File: config.mk
export PLATFORM = sky130hd
export DESIGN_NAME = wmf_front
export DESIGN_NICKNAME = d
export VERILOG_FILES = /design/src/rtl/wmf_pkg.sv /design/src/rtl/wmf_front.sv
export SDC_FILE = /design/constraint.sdc
export NUM_CORES = 1
export LEC_CHECK = 0
export BUFFER_PORTS_ARGS = -buffer_cell sky130_fd_sc_hd__buf_2
export CAP_MARGIN = 40
export CORE_UTILIZATION = 50
export DETAILED_ROUTE_END_ITERATION = 10
export MAX_ROUTING_LAYER = met4
export PLACE_DENSITY = 0.75
export RECOVER_POWER = 100
export SYNTH_ARGS = -nofsm -noshare
export SYNTH_HDL_FRONTEND = slang
export SYNTH_SLANG_ARGS = --single-unit
File: constraint.sdc
create_clock -name clk -period 9.6 [get_ports clk]
set_input_delay 0.48 -clock clk [delete_from_list [all_inputs] [get_ports clk]]
set_output_delay 0.48 -clock clk [all_outputs]
set_load 0.02 [all_outputs]
File: src/rtl/wmf_pkg.sv
// ----------------------------------------------------------------------------
// wmf_pkg
// Shared types and constants for the window median filter.
// ----------------------------------------------------------------------------
package wmf_pkg;
  localparam int PIX_W = 8;
  localparam int WID_W = 11;
  localparam int HGT_W = 13;
  localparam int CFG_W = 13;
  localparam int MAX_HEIGHT = 4096;
  localparam int ROW_W = 12;

  typedef enum logic {
    REG_IMAGE_WIDTH  = 1'b0,
    REG_IMAGE_HEIGHT = 1'b1
  } reg_idx_t;

  typedef struct packed {
    logic [PIX_W-1:0] pixel;
    logic             emit;
    logic             last;
  } front_item_t;
endpackage

File: src/rtl/wmf_front.sv
// ----------------------------------------------------------------------------
// wmf_front
// Position tracking: tags each pixel with result and frame-end flags.
// ----------------------------------------------------------------------------
module wmf_front
  import wmf_pkg::*;
#(
  parameter int WINDOW    = 5,
  parameter int MAX_WIDTH = 1024
) (
  input  logic              clk,
  input  logic              rst_n,
  input  logic [WID_W-1:0]  width_cfg,
  input  logic [HGT_W-1:0]  height_cfg,
  input  logic              acc,
  input  logic [PIX_W-1:0]  pixel,
  output front_item_t       item,
  output logic [$clog2(MAX_WIDTH)-1:0] col
);
  localparam int CW = $clog2(MAX_WIDTH) + 1;

  logic [CW-1:0]     col_r, col_nxt;
  logic [ROW_W-1:0]  row_r, row_nxt;
  logic [WID_W-1:0]  wd;
  logic [HGT_W-1:0]  ht;
  logic              row_end, frame_end;

  always_comb begin
    wd = width_cfg;
    if (width_cfg < WID_W'(WINDOW)) wd = WID_W'(WINDOW);
    else if (32'(width_cfg) > MAX_WIDTH) wd = WID_W'(MAX_WIDTH);
    ht = height_cfg;
    if (height_cfg < HGT_W'(WINDOW)) ht = HGT_W'(WINDOW);
    else if (height_cfg > HGT_W'(MAX_HEIGHT)) ht = HGT_W'(MAX_HEIGHT);
    row_end   = 32'(col_r) >= (32'(wd) - 32'd1);
    frame_end = row_end && ({1'b0, row_r} >= (ht - 1'b1));
    col_nxt = row_end ? '0 : col_r + 1'b1;
    row_nxt = row_end ? (frame_end ? '0 : row_r + 1'b1) : row_r;
    item.pixel = pixel;
    item.emit  = (row_r >= ROW_W'(WINDOW - 1)) && (col_r >= CW'(WINDOW - 1));
    item.last  = frame_end;
    col = col_r[CW-2:0];
  end

  always_ff @(posedge clk) begin
    if (!rst_n) begin
      col_r <= '0;
      row_r <= '0;
    end else if (acc) begin
      col_r <= col_nxt;
      row_r <= row_nxt;
    end
  end
endmodule

==> results of run 1 <==
[sequential cells by signal, summed over array words and instances, names as in the netlist]
name   cells
row_r     12
col_r     11
[through the flow]
stage / instances / instance area [um^2] / total power, mW / setup slack [ps]
after floorplan: 301 / 2420 / 0.139 / 5320
after global placement: 365 / 2500 / 0.148 / 4880
after detailed placement: 365 / 2500 / 0.150 / 4820
after CTS: 369 / 2540 / 0.210 / 4810
after global routing: 369 / 2500 / 0.222 / 3800
final: 369 / 2500 / 0.206 / 4280
[kinds of logic (layout without fill, tap and decap cells)]
kind of cell             count (synthesis)  after routing  share of synthesized area (%)
buffers and inverters                   33             49                           8.18
flip-flops                              23             23                           19.1
AO/OA/AOI/OAI                           62             62                           18.4
adder cells (fa/ha/maj)                 29             29                           15.0
AND/OR/NAND/NOR                        128            128                           29.9
XOR/XNOR                                26             26                           9.43
[cell type report]
class                   count  area share [%]
multi-input cells         245            69.1
flip-flops and latches     23            18.4
repair buffers             38            7.00
well taps                  52            2.60
clock buffers               4            1.80
inverters                   7            1.05
[per-layer routing]
layer  GRT usage (%)  vias up
li1                -     1120
met1            27.9     1002
met2            39.3       46
met3            2.67        2
met4            2.18        0
met5               -        -
[report_power, final]
group          internal, mW  total [mW]  switching [mW]
registers            0.0962      0.0978         0.00160
logic                0.0200      0.0488          0.0288
clock network        0.0296      0.0597          0.0301
total                 0.146       0.206          0.0604
[worst paths after layout]
kind | from | endpoint | slack (ps)
worst min-delay path | rst_n | col_r[1]$_SDFFE_PN0P_ | 500
worst min register to register | row_r[0]$_SDFFE_PN0P_ | row_r[0]$_SDFFE_PN0P_ | 510
worst max register to register | col_r[4]$_SDFFE_PN0P_ | row_r[7]$_SDFFE_PN0P_ | 6410
worst max-delay path | width_cfg[3] | row_r[7]$_SDFFE_PN0P_ | 4280
[worst reg2reg max path, stage by stage, from the launching register on]
cell and delay, ps:
dfxtp_1 370, ha_1 320, nand2_1 60, a2111oi_0 420, a22o_1 490, nand2_1 270
o31ai_1 980, nor2_1 120
[placed cells by master, fill, tap and decap left out, types with 3 or more instances in the layout]
| cell type | n |
|---|---|
| nand2_1 | 19 |
| or2_2 | 4 |
| a21oi_1 | 20 |
| clkbuf_1 | 13 |
| nor2b_1 | 3 |
| clkbuf_8 | 3 |
| nand2b_1 | 4 |
| xnor2_1 | 6 |
| nand4_1 | 9 |
| o31ai_1 | 4 |
| o21bai_1 | 3 |
| nor2_1 | 34 |
| dfxtp_1 | 23 |
| o211ai_1 | 3 |
| and2_1 | 3 |
| xor2_1 | 20 |
| inv_1 | 7 |
| buf_2 | 26 |
| and3_1 | 6 |
| or3_1 | 3 |
| nor4_1 | 6 |
| or4_1 | 7 |
| o21ai_0 | 7 |
| nand3_1 | 10 |
| a21o_1 | 4 |
| ha_1 | 29 |
| nor3_1 | 9 |
==> impl_metrics.csv, run 1 <==
group,metric,value,unit
timing,rsz0062_at_grt,"false",
synth,synth.area.top_cells,"dfxtp_1 (19%), ha_1 (15%), xor2_1 (7.3%), buf_4 (5.9%), nor2_1 (5.3%)",
setup_path,crit_buf_inv,1,
route,drtIter0Drc,145,
timing,worst_pin_slew,1160,ps
route,first_pass_iters,4,
placed_design,port_buffers,38,
power,peakVddDrop,0.0606,mV
timing,min_period,5320,ps
setup_path,cp-start-kind,"primary input",
setup_path,critPathCaptureType,"flip-flop",
cts,clock-sinks,23,
cts,path_clk_slew,80,ps
cells_and_area,num_antenna_cells,0,
synth,synth_top_area_cell,"dfxtp_1",
timing,maxClockFrequency,188,MHz
synth,synthFlopType,"dfxtp_1",
power,power_leakage,1.06,nW
setup_path,r2r_cells,7,
cts,cts_buffer_depth,2,
hold_path,hold_class,"in2reg",
timing,finClkSkew,3.21,ps
placed_design,place_congestion,0.809,
route,ant_nets,0,
global_route,antenna_found_initial,0,
timing,setup-violations-final,0,
synth,yosysMostFrequentCell,"nor2_1",
timing,slew_headroom,22.1,%
route,topRoutingLayerUsed,"met4",
cts,clk_latency,260,ps
cells_and_area,drive_above_1_share,12.6,%
route,drc,0,
cells_and_area,ff_latch_area,460,um^2
die,dieArea,5110,um^2
setup_path,crit_fanout,13,
setup_path,worst_path_max_delay_cell,"o31ai_1",
synth,yosysSeqAreaShare,19.1,%
die,core.rowCount,24,
route,vias,2170,
route,wl_met3,198,um
cells_and_area,finalNetCount,382,
timing,drv_slew,0,
status,status,"complete, no violations",
cts,cts_made_buffers,3,
die,core-area,4500,um^2
route,wl_met1,2.41,mm
cts,cts_setup_buffers,0,
die,die_x,71.5,um
synth,async_flop_share,0,%
cts,cts_tree,"done",
timing,tns,0,ps
cts,cts.repair.resized,0,
synth,synth_edf_count,0,
setup_path,max_stage_delay,980,ps
die,io_pins,55,
global_route,globalRouteOverflowTotal,0,
global_route,grt_first_pass_wirelength,9.04,mm
setup_path,critPathTopFamily,"compound AO/OA/AOI/OAI gates",
cts,ctsHoldBuffers,0,
synth,synth.distinct_cells,58,
setup_path,critPathArrivalTime,5430,ps
hold_path,min_path_cells,2,
cts,htree_levels,1,
global_route,grt_pass1_vias,2009,
setup_path,cp.required,9710,ps
cells_and_area,final_core_util,55.5,%
power,power_density,82.5,nW/um^2
route,wl_met2,2.48,mm
global_route,grt_usage,22.1,%
timing,fin_crit_sh,55.4,%
setup_path,crit_chain,"clkbuf_1 > or3_1 > or4_1 > o211ai_1 > ha_1 > o21ai_0 > or4b_1 > o211ai_1 > ha_1 > nand2_1 > a2111oi_0 > a22o_1 > nand2_1 > o31ai_1 > nor2_1",
synth,synth_area_per_cell,8.03,um^2
synth,synth_top_area_share,19.1,%
synth,synth_commonest_cells,"nor2_1 (34), ha_1 (29), dfxtp_1 (23), a21oi_1 (20), xor2_1 (20)",
synth,syn-instance-count,301,
cells_and_area,fillCellCount,426,
timing,timing.hold.ws,504,ps
die,start_util,53.6,%
synth,synth_fp_nets,365,
cts,cts_root_buffer,"clkbuf_8",
flow_run,maxCapViolCount,0,
route,routed_wl,5.09,mm
placed_design,hpwl,4.06,mm
timing,hold_viol_final,0,
synth,yosys_warnings,0,
die,die-height,71.5,um
route,wire_per_inst,13.8,um
cells_and_area,syn2layout_area_growth,3.52,%
setup_path,cp_num_cells,15,
global_route,grt_max_degree,18,
setup_path,crit_type,"in2reg",
synth,syn-cell-area,2420,um^2
route,via_per_inst,5.88,
synth,synth-seq-cells,23,
cells_and_area,multi_input_area,1730,um^2
Note: power is estimated with default switching activity, not from simulation.
==> run 2: changes to the inputs <==
- PLACE_DENSITY: 0.75 -> 0.78
- clock period: 9.6 -> 4.42 ns (I/O delays scaled with it)
==> run 2 against run 1 <==
Final cell count grew 0.81%. Core utilization grew 0.97 points. Critical path depth grew 4. Sequential cell count is the same. Count of clock-buffer cells in the layout is the same. Via count is essentially flat. First-iteration DRC count shrank 55%. Setup slack lost 4000 ps. Combinational power grew 120%. Largest power group unchanged.
==> impl_metrics.csv, run 2 (synthesis gave the netlist of run 1 again) <==
group,metric,value,unit
timing,slew_headroom,70.5,%
setup_path,worst_path_max_delay_cell,"or4_4",
cts,clk_latency,260,ps
cts,path_clk_slew,80,ps
route,wire_per_inst,13.1,um
cells_and_area,final_common_cell,"nor2_1",
power,peakVddDrop,0.135,mV
cts,htree_levels,1,
route,via_per_inst,5.84,
timing,finClkSkew,2.80,ps
timing,hold_viol_final,0,
cts,cts_root_buffer,"clkbuf_8",
timing,min_period,4120,ps
cells_and_area,num_antenna_cells,0,
route,routed_wl,4.86,mm
power,power_leakage,1.08,nW
route,drtIter0Drc,65,
placed_design,place_congestion,0.841,
setup_path,cp-start-kind,"primary input",
cells_and_area,finalNetCount,385,
cells_and_area,mostFrequentLayoutCells,"nor2_1 (34), ha_1 (29), buf_2 (26)",
timing,maxClockFrequency,242,MHz
timing,worst_pin_slew,439,ps
die,start_util,53.6,%
setup_path,cp.required,4200,ps
setup_path,critPathCaptureType,"output port",
timing,timing.hold.ws,257,ps
cells_and_area,largest_register_ff_count,12,
cts,cts.repair.resized,0,
setup_path,critPathArrivalTime,3900,ps
global_route,globalRouteOverflowTotal,0,
die,die_x,71.5,um
cts,clock-sinks,23,
setup_path,crit_fanout,4,
cts,ctsHoldBuffers,0,
cells_and_area,fillCellCount,438,
cells_and_area,regMostFlops,"row_r",
global_route,antenna_found_initial,0,
setup_path,cp_common_cell,"ha_1",
route,ant_nets,0,
setup_path,crit_chain,"buf_2 > or4_4 > nor3_2 > nand2_1 > a21oi_1 > o21bai_1 > ha_1 > nor4b_4 > a21oi_4 > nand2b_1 > o221ai_1 > ha_1 > nand4_1 > nor2_1 > o21ai_0 > o221a_2 > or2_2 > nor2b_1 > clkbuf_2",
cts,cts_tree,"done",
die,die-height,71.5,um
timing,setup-violations-final,0,
cells_and_area,drive_above_1_share,14.7,%
die,core-area,4500,um^2
setup_path,max_stage_delay,580,ps
cells_and_area,top_regs,"row_r: 12 flops, col_r: 11 flops",
timing,rsz0062_at_grt,"false",
route,vias,2171,
cts,cts_made_buffers,3,
die,core.rowCount,24,
status,status,"complete, no violations",
timing,fin_crit_sh,93.3,%
die,io_pins,55,
power,power_density,176,nW/um^2
cells_and_area,final_cells,372,
global_route,grt_first_pass_wirelength,8.43,mm
global_route,grt_pass1_vias,2006,
cts,cts_buffer_depth,2,
route,first_pass_iters,4,
timing,tns,0,ps
cells_and_area,syn2layout_area_growth,5.33,%
timing,drv_slew,0,
cts,cts_setup_buffers,0,
hold_path,hold_class,"in2reg",
setup_path,crit_type,"in2out",
placed_design,hpwl,3.93,mm
route,drc,0,
flow_run,maxCapViolCount,0,
placed_design,port_buffers,38,
global_route,grt_usage,20.8,%
placed_design,dp.cells,368,
global_route,grt_max_degree,18,
die,dieArea,5110,um^2
==> run 2: changes by cell type in the layout (fill, tap and decap cells not counted), sizes merged <==
cell    change
clkbuf      +1
buf         +2
==> run 2: worst paths after layout <==
path	startpoint	end	slack, ps	depth (start not counted)
setup / recovery	height_cfg[7]	item[0]	300	19
hold / removal	rst_n	col_r[1]$_SDFFE_PN0P_	260	2
setup reg to reg	col_r[4]$_SDFFE_PN0P_	row_r[11]$_SDFFE_PN0P_	2110	7
hold reg to reg	row_r[0]$_SDFFE_PN0P_	row_r[0]$_SDFFE_PN0P_	490	2
==> run 2: cell type report <==
type / instances / area (um^2) / share of cell area [%]
flip-flops and latches: 23 / 460 / 18.1
repair buffers: 41 / 196 / 7.72
well taps: 52 / 65.1 / 2.56
multi-input cells: 245 / 1750 / 68.8
inverters: 7 / 26.3 / 1.03
clock buffers: 4 / 45.0 / 1.77
==> run 2: worst max-delay path, delay by kind of cell <==
kind | cells | cell delay (ps)
and+or+nand+nor | 9 | 1820
AOI/OAI and AO/OA | 6 | 1010
adders and majority gates | 2 | 580
buffers and inverters | 2 | 290
==> run 2: report_power, final <==
| group | total [mW] | leakage (nW) | internal [mW] | switching (mW) |
|---|---|---|---|---|
| sequential | 0.212 | 0.186 | 0.209 | 0.00339 |
| clock | 0.128 | 0.0228 | 0.0643 | 0.0637 |
| combinational | 0.108 | 0.872 | 0.0457 | 0.0627 |
==> run 2: metal layers <==
metal	GRT usage (%)	vias to the layer above	wire (um)
met5	-	-	0
met4	5.23	0	57
met3	3.94	9	186
met2	36.8	45	2410
met1	24.4	986	2210
li1	-	1131	-
==> run 2: per-stage QoR <==
step | cell area [um^2] | worst slack (ps) | power (mW) | util, %
global route | 2540 | 60.5 | 0.477 | 56.5
floorplan | 2420 | 649 | 0.301 | -
CTS | 2570 | 263 | 0.455 | 57.0
finish | 2540 | 295 | 0.449 | 56.5
global placement | 2520 | 344 | 0.323 | 56.0
detailed placement | 2520 | 264 | 0.326 | 56.0
