===== config.mk =====
export PLATFORM = sky130hd
export DESIGN_NAME = wmf_queue
export DESIGN_NICKNAME = d
export VERILOG_FILES = /design/src/rtl/wmf_pkg.sv /design/src/rtl/wmf_queue.sv
export SDC_FILE = /design/constraint.sdc
export NUM_CORES = 1
export LEC_CHECK = 0
export BUFFER_PORTS_ARGS = -buffer_cell sky130_fd_sc_hd__buf_2
export CAP_MARGIN = 15
export CORE_AREA = 5 5 226 228
export CTS_BUF_LIST = sky130_fd_sc_hd__clkbuf_8
export DETAILED_ROUTE_END_ITERATION = 16
export DIE_AREA = 0 0 231 233
export GPL_TIMING_DRIVEN = 0
export PLACE_DENSITY = 0.73
export SETUP_SLACK_MARGIN = 0.05
export SLEW_MARGIN = 20
export SYNTH_ARGS = -nofsm -noshare
export SYNTH_HDL_FRONTEND = slang
export SYNTH_SLANG_ARGS = --single-unit

===== constraint.sdc =====
create_clock -name clk -period 2.5 [get_ports clk]
set_clock_uncertainty 0.05 [all_clocks]
set_input_delay 0.5 -clock clk [delete_from_list [all_inputs] [get_ports clk]]
set_output_delay 0.5 -clock clk [all_outputs]
set_load 0.005 [all_outputs]

===== src/rtl/wmf_pkg.sv =====
// ----------------------------------------------------------------------------
// wmf_pkg
// Shared types and constants for the window median filter.
// ----------------------------------------------------------------------------
package wmf_pkg;
  localparam int PIX_W = 8;
  localparam int WID_W = 11;
  localparam int HGT_W = 13;
  localparam int CFG_W = 13;
  localparam int MAX_HEIGHT = 4096;
  localparam int ROW_W = 12;

  typedef enum logic {
    REG_IMAGE_WIDTH  = 1'b0,
    REG_IMAGE_HEIGHT = 1'b1
  } reg_idx_t;

  typedef struct packed {
    logic [PIX_W-1:0] pixel;
    logic             emit;
    logic             last;
  } front_item_t;
endpackage


===== src/rtl/wmf_queue.sv =====
// ----------------------------------------------------------------------------
// wmf_queue
// Result queue with credit space for every result in flight.
// ----------------------------------------------------------------------------
module wmf_queue
  import wmf_pkg::*;
#(
  parameter int DEPTH = 64
) (
  input  logic             clk,
  input  logic             rst_n,
  input  logic             wr,
  input  logic [PIX_W:0]   wdata,
  input  logic             rd,
  output logic             not_empty,
  output logic [PIX_W:0]   rdata,
  input  logic             claim,
  output logic             has_room
);
  localparam int AW = $clog2(DEPTH);
  logic [PIX_W:0] mem [DEPTH];
  logic [AW-1:0]  wp_r, rp_r;
  logic [AW:0]    cnt_r, cred_r;

  assign not_empty = cnt_r != '0;
  assign rdata     = mem[rp_r];
  assign has_room  = cred_r < (AW+1)'(DEPTH);

  always_ff @(posedge clk) begin
    if (wr) mem[wp_r] <= wdata;
    if (!rst_n) begin
      wp_r <= '0; rp_r <= '0; cnt_r <= '0; cred_r <= '0;
    end else begin
      if (wr) wp_r <= wp_r + 1'b1;
      if (rd) rp_r <= rp_r + 1'b1;
      cnt_r  <= cnt_r + (AW+1)'(wr) - (AW+1)'(rd);
      cred_r <= cred_r + (AW+1)'(claim) - (AW+1)'(rd);
    end
  end
endmodule


==> impl_metrics.env, run 1 <==
export IMPL_worstMarginPinSlew_ps=1110
export IMPL_worst_path_max_delay_cell="mux4_2"
export IMPL_cts_root_buf="clkbuf_8"
export IMPL_fp_dieArea_mm2=0.0538
export IMPL_fin_ws_ps=-1230
export IMPL_first_iter_violations=1341
export IMPL_grt_max_degree=65
export IMPL_postSynthRegisterBits=608
export IMPL_fmax_ghz=0.268
export IMPL_final_antenna_net_count=0
export IMPL_postRouteWirelength_um=54000
export IMPL_power_density_mw_per_mm2=769
export IMPL_num_antenna_cells=0
export IMPL_rows=81
export IMPL_start_util=0.493
export IMPL_worstPathArrival_ps=3180
export IMPL_p_total_mw=21.3
export IMPL_path_cells="buf_8, buf_12, buf_12, buf_12, mux4_2, a211oi_1, a211oi_1, a22oi_2, nand2_1, buf_2"
export IMPL_yosys_warnings=0
export IMPL_slew_headroom=0.262
export IMPL_portBuffers=24
export IMPL_leakage_nw=8.66
export IMPL_htreeDepth=3
export IMPL_core_area_mm2=0.0486
export IMPL_postPlaceCellArea_mm2=0.0250
export IMPL_whs_ps=123
export IMPL_grt_antenna_before_repair=0
export IMPL_cts_hold_buf=0
export IMPL_synth_cells=1198
export IMPL_synth_most_common_cell="edfxtp_1"
export IMPL_cap_violations=0
export IMPL_grt_pass1_vias=12400
export IMPL_netlist_area_leader_share=0.721
export IMPL_ys_flop_type="edfxtp_1"
export IMPL_num_nets_final=1366
export IMPL_fp_dieH_um=233
export IMPL_async_flop_share=0
export IMPL_ys_seq_area_frac=0.747
export IMPL_cp_common_cell="buf_12"
export IMPL_drive_gt1_frac=0.322
export IMPL_syn_area_mm2=0.0240
export IMPL_failed_checks="negative setup slack"
export IMPL_yosys_area_top_type="edfxtp_1"
export IMPL_setup_viol=9
export IMPL_firstDrtPassIters=6
export IMPL_clk_pin_slew_ps=60
export IMPL_design_area_mm2=0.0278
export IMPL_vias_per_cell=6.08
export IMPL_numCtsBuffers=94
export IMPL_worstRegToRegCells=4
export IMPL_vias=12300
export IMPL_die_w_um=231
export IMPL_synthesis_nets=1232
export IMPL_clock_sinks=608
export IMPL_outcome="finished with violations"
export IMPL_rsz0062_at_grt="true"
export IMPL_hold_path_class="in2reg"
export IMPL_grt_pass1_wl_um=80000
export IMPL_synth_area_leaders="edfxtp_1 72%, mux4_2 13%, dfxtp_1 2.7%, mux2i_1 1.8%, nor2_1 0.95%"
export IMPL_ios=25
export IMPL_fin_crit_sh=1.49
export IMPL_drc=0
export IMPL_yosys_top_cells_count="576 x edfxtp_1, 140 x mux4_2, 61 x nor2_1, 44 x mux2i_1, 32 x dfxtp_1"
export IMPL_dpl_hpwl_um=33100
export IMPL_clockBufferDepth=3
export IMPL_avgSynthCellArea_um2=20.0
export IMPL_period_needed_ps=3730
export IMPL_gp_congestion=0.891
export IMPL_hold_viol=0
export IMPL_end_kind="primary output"
export IMPL_fill_cells=3521
export IMPL_hold_depth=3
export IMPL_required_ps=1950
export IMPL_cts_tree="yes"
export IMPL_ys_types=44
export IMPL_peakVddDrop_mv=0.520
export IMPL_crit_fanout=10
export IMPL_area_growth_syn_to_layout_pct=15.7
export IMPL_clk_latency_ps=660
export IMPL_routedWlPerCell_um=26.6
export IMPL_maxSlewViolCount=0
export IMPL_cp_slowest_stage_delay_ps=520
export IMPL_gr_usage_all_layers=0.202
export IMPL_start_kind="flop"
export IMPL_synth_edf_count=576
export IMPL_crit_type="reg2out"
export IMPL_grt_overflow_total=0
-- cell type report --
cell class | count | area, µm² | area share
Timing Repair Buffer | 38 | 328 | 0.0118
Inverter | 25 | 93.8 | 0.00338
Clock buffer | 98 | 1350 | 0.0486
Tap cell | 622 | 778 | 0.0280
Buffer | 64 | 562 | 0.0202
Multi-Input combinational cell | 501 | 6310 | 0.227
Sequential cell | 608 | 17900 | 0.646
Clock inverter | 75 | 408 | 0.0147
-- state kept, by name, indices dropped and copies added, names as in the netlist, named ones only --
signal,cells
mem,576
wp_r,6
cred_r,7
rp_r,6
cnt_r,7
-- layout by cell type, fill, tap and decap left out, types with 18 or more instances in the layout --
master / instances
mux2i_1: 39
nor2b_1: 20
mux4_2: 140
ha_1: 18
edfxtp_1: 576
and2_1: 19
inv_1: 56
dfxtp_1: 30
clkbuf_8: 99
clkbuf_1: 19
buf_4: 30
buf_2: 18
clkinv_1: 30
nand2_1: 29
nor2_4: 48
-- critical path: cells and delay by family, from the launching register on --
family                 cells  cell delay [ps]
AOI/OAI and AO/OA          3              780
buffers and inverters      5              740
DFF                        1              330
muxes                      1              520
and+or+nand+nor            1              150
-- repair_timing --
action,in CTS,in global routing
gates cloned,1,0
gates resized for setup,164,74
setup buffers,3,8
setup endpoints to repair,470,404
hold endpoints to repair,0,0
pin swaps,8,10
-- power by group --
part           internal (mW)  switching (mW)  total [mW]
combinational           1.04            1.19        2.23
sequential              11.3          0.0677        11.3
clock                   4.04            3.75        7.78
total                   16.3            5.00        21.3
-- stage by stage --
stage | setup TNS (ps) | utilization | worst slack [ps] | cells
floorplan | 0 | - | 38.4 | 1198
CTS | -9810 | 0.561 | -1120 | 2023
global route | -10810 | 0.571 | -1260 | 2031
finish | -9860 | 0.571 | -1230 | 2031
detailed placement | -212040 | 0.513 | -1120 | 1846
global placement | -175110 | 0.512 | -1100 | 1844
-- logic make-up (layout without fill, tap and decap cells) --
kind of cell | after synthesis | after routing | share of synthesized area
buffers and inverters | 89 | 300 | 0.0176
adder cells (fa/ha/maj) | 20 | 20 | 0.0111
AO/OA/AOI/OAI | 89 | 89 | 0.0255
XOR/XNOR | 16 | 16 | 0.00584
flip-flops | 608 | 608 | 0.747
multiplexers | 197 | 197 | 0.156
AND/OR/NAND/NOR | 179 | 179 | 0.0369
-- worst paths after layout --
path / startpoint / end / slack, ps
setup / recovery: flop / rdata[6] / -1230
hold / removal: claim / cred_r[0] / 120
setup reg to reg: wp_r[3] / mem[10][0] / 30
hold reg to reg: rp_r[1] / flop / 510
-- layer usage --
metal  up-vias  part of all wire  GRT usage  wire, µm
li1       5170                 -          -         -
met1      6360              0.39      0.277     21200
met2       676              0.48      0.319     25700
met3       134             0.097     0.0547      5220
met4         0             0.034     0.0654      1850
met5         -                 0          0         0
Note: power is estimated with default switching activity, not from simulation.
==> run 2: changes to the inputs <==
CELL_PAD_IN_SITES_DETAIL_PLACEMENT = 0   (was not set)
CELL_PAD_IN_SITES_GLOBAL_PLACEMENT = 2   (was not set)
CORE_AREA = 5 5 232 234   (was 5 5 226 228)
DIE_AREA = 0 0 237 239   (was 0 0 231 233)
PLACE_DENSITY = 0.84   (was 0.73)
==> impl_metrics.env, run 2 (synthesized netlist as in run 1, its figures left out) <==
export IMPL_start_util=0.463
export IMPL_first_iter_violations=1175
export IMPL_vias=12100
export IMPL_vias_per_cell=5.78
export IMPL_rows=84
export IMPL_drive_gt1_frac=0.333
export IMPL_portBuffers=24
export IMPL_power_density_mw_per_mm2=766
export IMPL_place_ws_ps=-1420
export IMPL_start_kind="flop"
export IMPL_cts_tree="yes"
export IMPL_htreeDepth=3
export IMPL_ios=25
export IMPL_largest_register_ffs=576
export IMPL_peakVddDrop_mv=0.332
export IMPL_clk_latency_ps=650
export IMPL_outcome="finished with violations"
export IMPL_cap_violations=0
export IMPL_r2r_end="mem[17][7]"
export IMPL_finish_utilization=0.541
export IMPL_fmax_ghz=0.277
export IMPL_fp_dieArea_mm2=0.0566
export IMPL_final_antenna_net_count=0
export IMPL_hold_viol=0
export IMPL_die_w_um=237
export IMPL_whs_endpoint="cred_r[0]"
export IMPL_grt_antenna_before_repair=1
export IMPL_fp_dieH_um=239
export IMPL_cts_hold_buf=0
export IMPL_leakage_nw=8.72
export IMPL_failed_checks="negative setup slack"
export IMPL_grt_pass1_wl_um=80700
export IMPL_mostFrequentLayoutCell="edfxtp_1"
export IMPL_required_ps=1950
export IMPL_rrSetupSlack_ps=40
export IMPL_clockBufferDepth=3
export IMPL_maxSlewViolCount=0
export IMPL_area_growth_syn_to_layout_pct=16.7
export IMPL_ff_latch_area_mm2=0.0179
export IMPL_dpl_hpwl_um=34500
export IMPL_clock_sinks=608
export IMPL_slew_headroom=0.257
export IMPL_worstPathArrival_ps=3060
export IMPL_reg_top3="mem x576, cnt_r x7, cred_r x7"
export IMPL_rsz0062_at_grt="true"
export IMPL_drc=0
export IMPL_fin_ws_ps=-1110
export IMPL_final_cells=2096
export IMPL_whs_ps=147
export IMPL_gr_usage_all_layers=0.193
export IMPL_clk_pin_slew_ps=60
export IMPL_numCtsBuffers=92
export IMPL_routedWlPerCell_um=26.3
export IMPL_final_cell_mix="576 x edfxtp_1, 140 x mux4_2, 102 x clkbuf_8, 52 x inv_1, 50 x nor2_4"
export IMPL_end_kind="primary output"
export IMPL_worstMarginPinSlew_ps=1120
export IMPL_worstRegToRegCells=4
export IMPL_core_area_mm2=0.0518
export IMPL_firstDrtPassIters=5
export IMPL_fill_cells=3929
export IMPL_grt_pass1_vias=12300
export IMPL_hold_path_class="in2reg"
export IMPL_grt_overflow_total=0
export IMPL_setup_viol=9
export IMPL_p_total_mw=21.5
export IMPL_largest_register="mem"
export IMPL_place_inst=1915
export IMPL_gp_congestion=0.816
export IMPL_grt_max_degree=65
export IMPL_cts_root_buf="clkbuf_8"
export IMPL_multi_input_area_mm2=0.00630
export IMPL_hold_depth=3
export IMPL_min_delay_start="claim"
export IMPL_r2r_start="wp_r[4]"
export IMPL_fin_crit_sh=1.44
export IMPL_period_needed_ps=3610
export IMPL_postRouteWirelength_um=55000
export IMPL_crit_type="reg2out"
export IMPL_num_nets_final=1369
export IMPL_crit_fanout=5
[run 2: timing repair]
item	in CTS	in global routing
setup buffers	5	9
pin swaps	8	14
endpoints found under the setup margin	418	354
cloned	1	0
resized for setup	188	66
[run 2: how the worst max path moves through the flow]
stage	end	slack, ps	depth (start not counted)
3_3_place_gp	rdata[5]	-1450	9
2_1_floorplan	rdata[6]	40	7
3_5_place_dp	rdata[7]	-1420	9
4_1_cts	rdata[0]	-1140	8
6_report	rdata[0]	-1110	8
5_1_grt	rdata[3]	-1260	8
[run 2: per-layer routing]
layer	part of all wire	wire (µm)	track usage
met1	0.42	23200	0.273
met5	0	0	0
met3	0.069	3790	0.0418
met2	0.49	26900	0.311
met4	0.020	1120	0.0526
[run 2: stage by stage]
stage	cell area, µm²	TNS, ps
2_1_floorplan	24000	0
3_3_place_gp	25000	-214100
3_5_place_dp	25100	-219280
4_1_cts	27600	-12740
5_1_grt	28000	-12740
6_report	28000	-9500
[run 2: final cells by class]
cell class              count  share of cell area
plain buffers              63              0.0219
well taps                 688              0.0307
repair buffers             44              0.0154
diodes                      1           0.0000893
clock inverters            66              0.0143
flip-flops and latches    608               0.640
clock buffers             100              0.0491
inverters                  25             0.00335
multi-input cells         501               0.225
[run 2: power breakdown]
part,internal (mW),leakage [nW],switching (mW),total [mW]
clock network,4.19,1.01,3.70,7.89
logic,1.06,2.27,1.18,2.24
registers,11.3,5.45,0.0636,11.3
total,16.5,8.72,4.95,21.5
[run 2: critical path, stage by stage (launching register included)]
cell and delay [ps]:
dfxtp_2 330, buf_8 140, buf_12 130, mux4_2 530, mux2_4 320, a2111oi_4 480, a221o_1 240, o21ai_1 80
buf_2 150
==> run 3: changes to the inputs <==
PLACE_DENSITY = not set   (was 0.84)
PLACE_DENSITY_LB_ADDON = 0.1   (was not set)
SKIP_LAST_GASP = 1   (was not set)
==> impl_metrics.env, run 3 (synthesized netlist as in run 1, its figures left out) <==
export IMPL_gp_congestion=0.806
export IMPL_vias=12000
export IMPL_fin_crit_sh=1.47
export IMPL_worst_path_max_delay_cell="mux4_2"
export IMPL_required_ps=1950
export IMPL_die_w_um=237
export IMPL_dpl_hpwl_um=36700
export IMPL_multi_input_area_mm2=0.00631
export IMPL_worstMarginPinSlew_ps=1100
export IMPL_reg_top3="mem x576, cnt_r x7, cred_r x7"
export IMPL_cap_violations=0
export IMPL_setup_viol=23
export IMPL_area_growth_syn_to_layout_pct=17.6
export IMPL_cp_common_cell="buf_12"
export IMPL_grt_pass1_vias=12400
export IMPL_maxSlewViolCount=0
export IMPL_largest_register="mem"
export IMPL_hold_path_class="in2reg"
export IMPL_peakVddDrop_mv=0.399
export IMPL_clk_pin_slew_ps=60
export IMPL_cpLargestDelayFamily="multiplexers"
export IMPL_clockBufferDepth=3
export IMPL_num_nets_final=1390
export IMPL_crit_type="reg2out"
export IMPL_postRouteWirelength_um=58400
export IMPL_routedWlPerCell_um=27.5
export IMPL_crit_fanout=5
export IMPL_num_antenna_cells=0
export IMPL_drive_gt1_frac=0.340
export IMPL_rsz0062_at_grt="true"
export IMPL_mostFrequentLayoutCell="edfxtp_1"
export IMPL_firstDrtPassIters=5
export IMPL_path_cells="buf_12, buf_12, mux4_2, mux2_4, a2111oi_4, a221o_1, o21ai_2, buf_2"
export IMPL_grt_overflow_total=0
export IMPL_final_cells=2126
export IMPL_cts_tree="yes"
export IMPL_first_iter_violations=776
export IMPL_numCtsBuffers=99
export IMPL_portBuffers=24
export IMPL_tns_ps=-10210
export IMPL_final_antenna_net_count=0
export IMPL_final_cell_mix="576 x edfxtp_1, 140 x mux4_2, 108 x clkbuf_8, 64 x inv_1, 39 x buf_4"
export IMPL_outcome="finished with violations"
export IMPL_fmax_ghz=0.271
export IMPL_period_needed_ps=3690
export IMPL_htreeDepth=3
export IMPL_fin_ws_ps=-1190
export IMPL_leakage_nw=8.89
export IMPL_grt_pass1_wl_um=84800
export IMPL_failed_checks="negative setup slack"
export IMPL_start_util=0.463
export IMPL_hold_depth=3
export IMPL_worstRegToRegCells=4
export IMPL_clk_latency_ps=670
export IMPL_fp_dieH_um=239
export IMPL_clock_sinks=608
export IMPL_worstPathArrival_ps=3140
export IMPL_finish_utilization=0.545
export IMPL_ios=25
export IMPL_vias_per_cell=5.64
export IMPL_ff_latch_area_mm2=0.0179
export IMPL_rows=84
export IMPL_gr_usage_all_layers=0.208
export IMPL_path_buf_inv=3
export IMPL_grt_max_degree=65
export IMPL_place_ws_ps=-1540
export IMPL_largest_register_ffs=576
export IMPL_worst_path_stages=8
export IMPL_slew_headroom=0.268
export IMPL_grt_antenna_before_repair=2
export IMPL_hold_viol=0
export IMPL_end_kind="primary output"
export IMPL_cp_slowest_stage_delay_ps=550
export IMPL_start_kind="flop"
export IMPL_place_inst=1916
export IMPL_fp_dieArea_mm2=0.0566
export IMPL_drc=0
export IMPL_fill_cells=4114
export IMPL_core_area_mm2=0.0518
export IMPL_cts_root_buf="clkbuf_8"
export IMPL_power_density_mw_per_mm2=763
export IMPL_cts_hold_buf=0
## run 3: area by class of cell
class                           count  share of cell area
Buffer                             62              0.0240
Clock buffer                      106              0.0517
Clock inverter                     77              0.0122
Inverter                           25             0.00332
Multi-Input combinational cell    501               0.223
Sequential cell                   608               0.635
Tap cell                          688              0.0305
Timing Repair Buffer               59              0.0194
## run 3: stage by stage
| step | area (µm²) | power, mW | hold WS [ps] |
|---|---|---|---|
| 3_5_place_dp | 25100 | 13.6 | 518 |
| 5_1_grt | 28200 | 22.4 | 102 |
| 6_report | 28200 | 21.5 | 121 |
| 3_3_place_gp | 25000 | 13.6 | 506 |
| 4_1_cts | 27600 | 21.6 | 47.6 |
| 2_1_floorplan | 24000 | 12.9 | 420 |
## run 3: what timing repair did
action                                  CTS  global route
buffers inserted                          5            23
pin swaps                                 8            19
endpoints found under the setup margin  462           360
gates resized for setup                 178            87
gates cloned                              1             0
## run 3: worst paths after layout
check	from	endpoint	slack, ps
max	flop	rdata[4]	-1190
min reg2reg	rp_r[1]	flop	510
min	claim	cred_r[0]	120
max reg2reg	wp_r[2]	mem[1][1]	-20
## run 3: report_power, final
group          switching [mW]  leakage, nW  total (mW)  internal [mW]
Clock                    3.83         1.07        7.84           4.01
Combinational            1.23         2.38        2.37           1.13
Sequential             0.0650         5.45        11.3           11.3
Total                    5.13         8.89        21.5           16.4
## run 3: metal layers
metal | GRT usage | vias up | wire, µm
met2 | 0.325 | 337 | 27900
met1 | 0.295 | 6335 | 25800
met3 | 0.0440 | 91 | 3270
li1 | - | 5221 | -
met5 | 0 | - | 13
met4 | 0.0705 | 2 | 1390
## run 3: worst min-delay path: cells and delay by family
kind / cells / cell delay, ps
fa+ha+maj: 1 / 110
simple gates: 1 / 110
buf+inv: 1 / 80
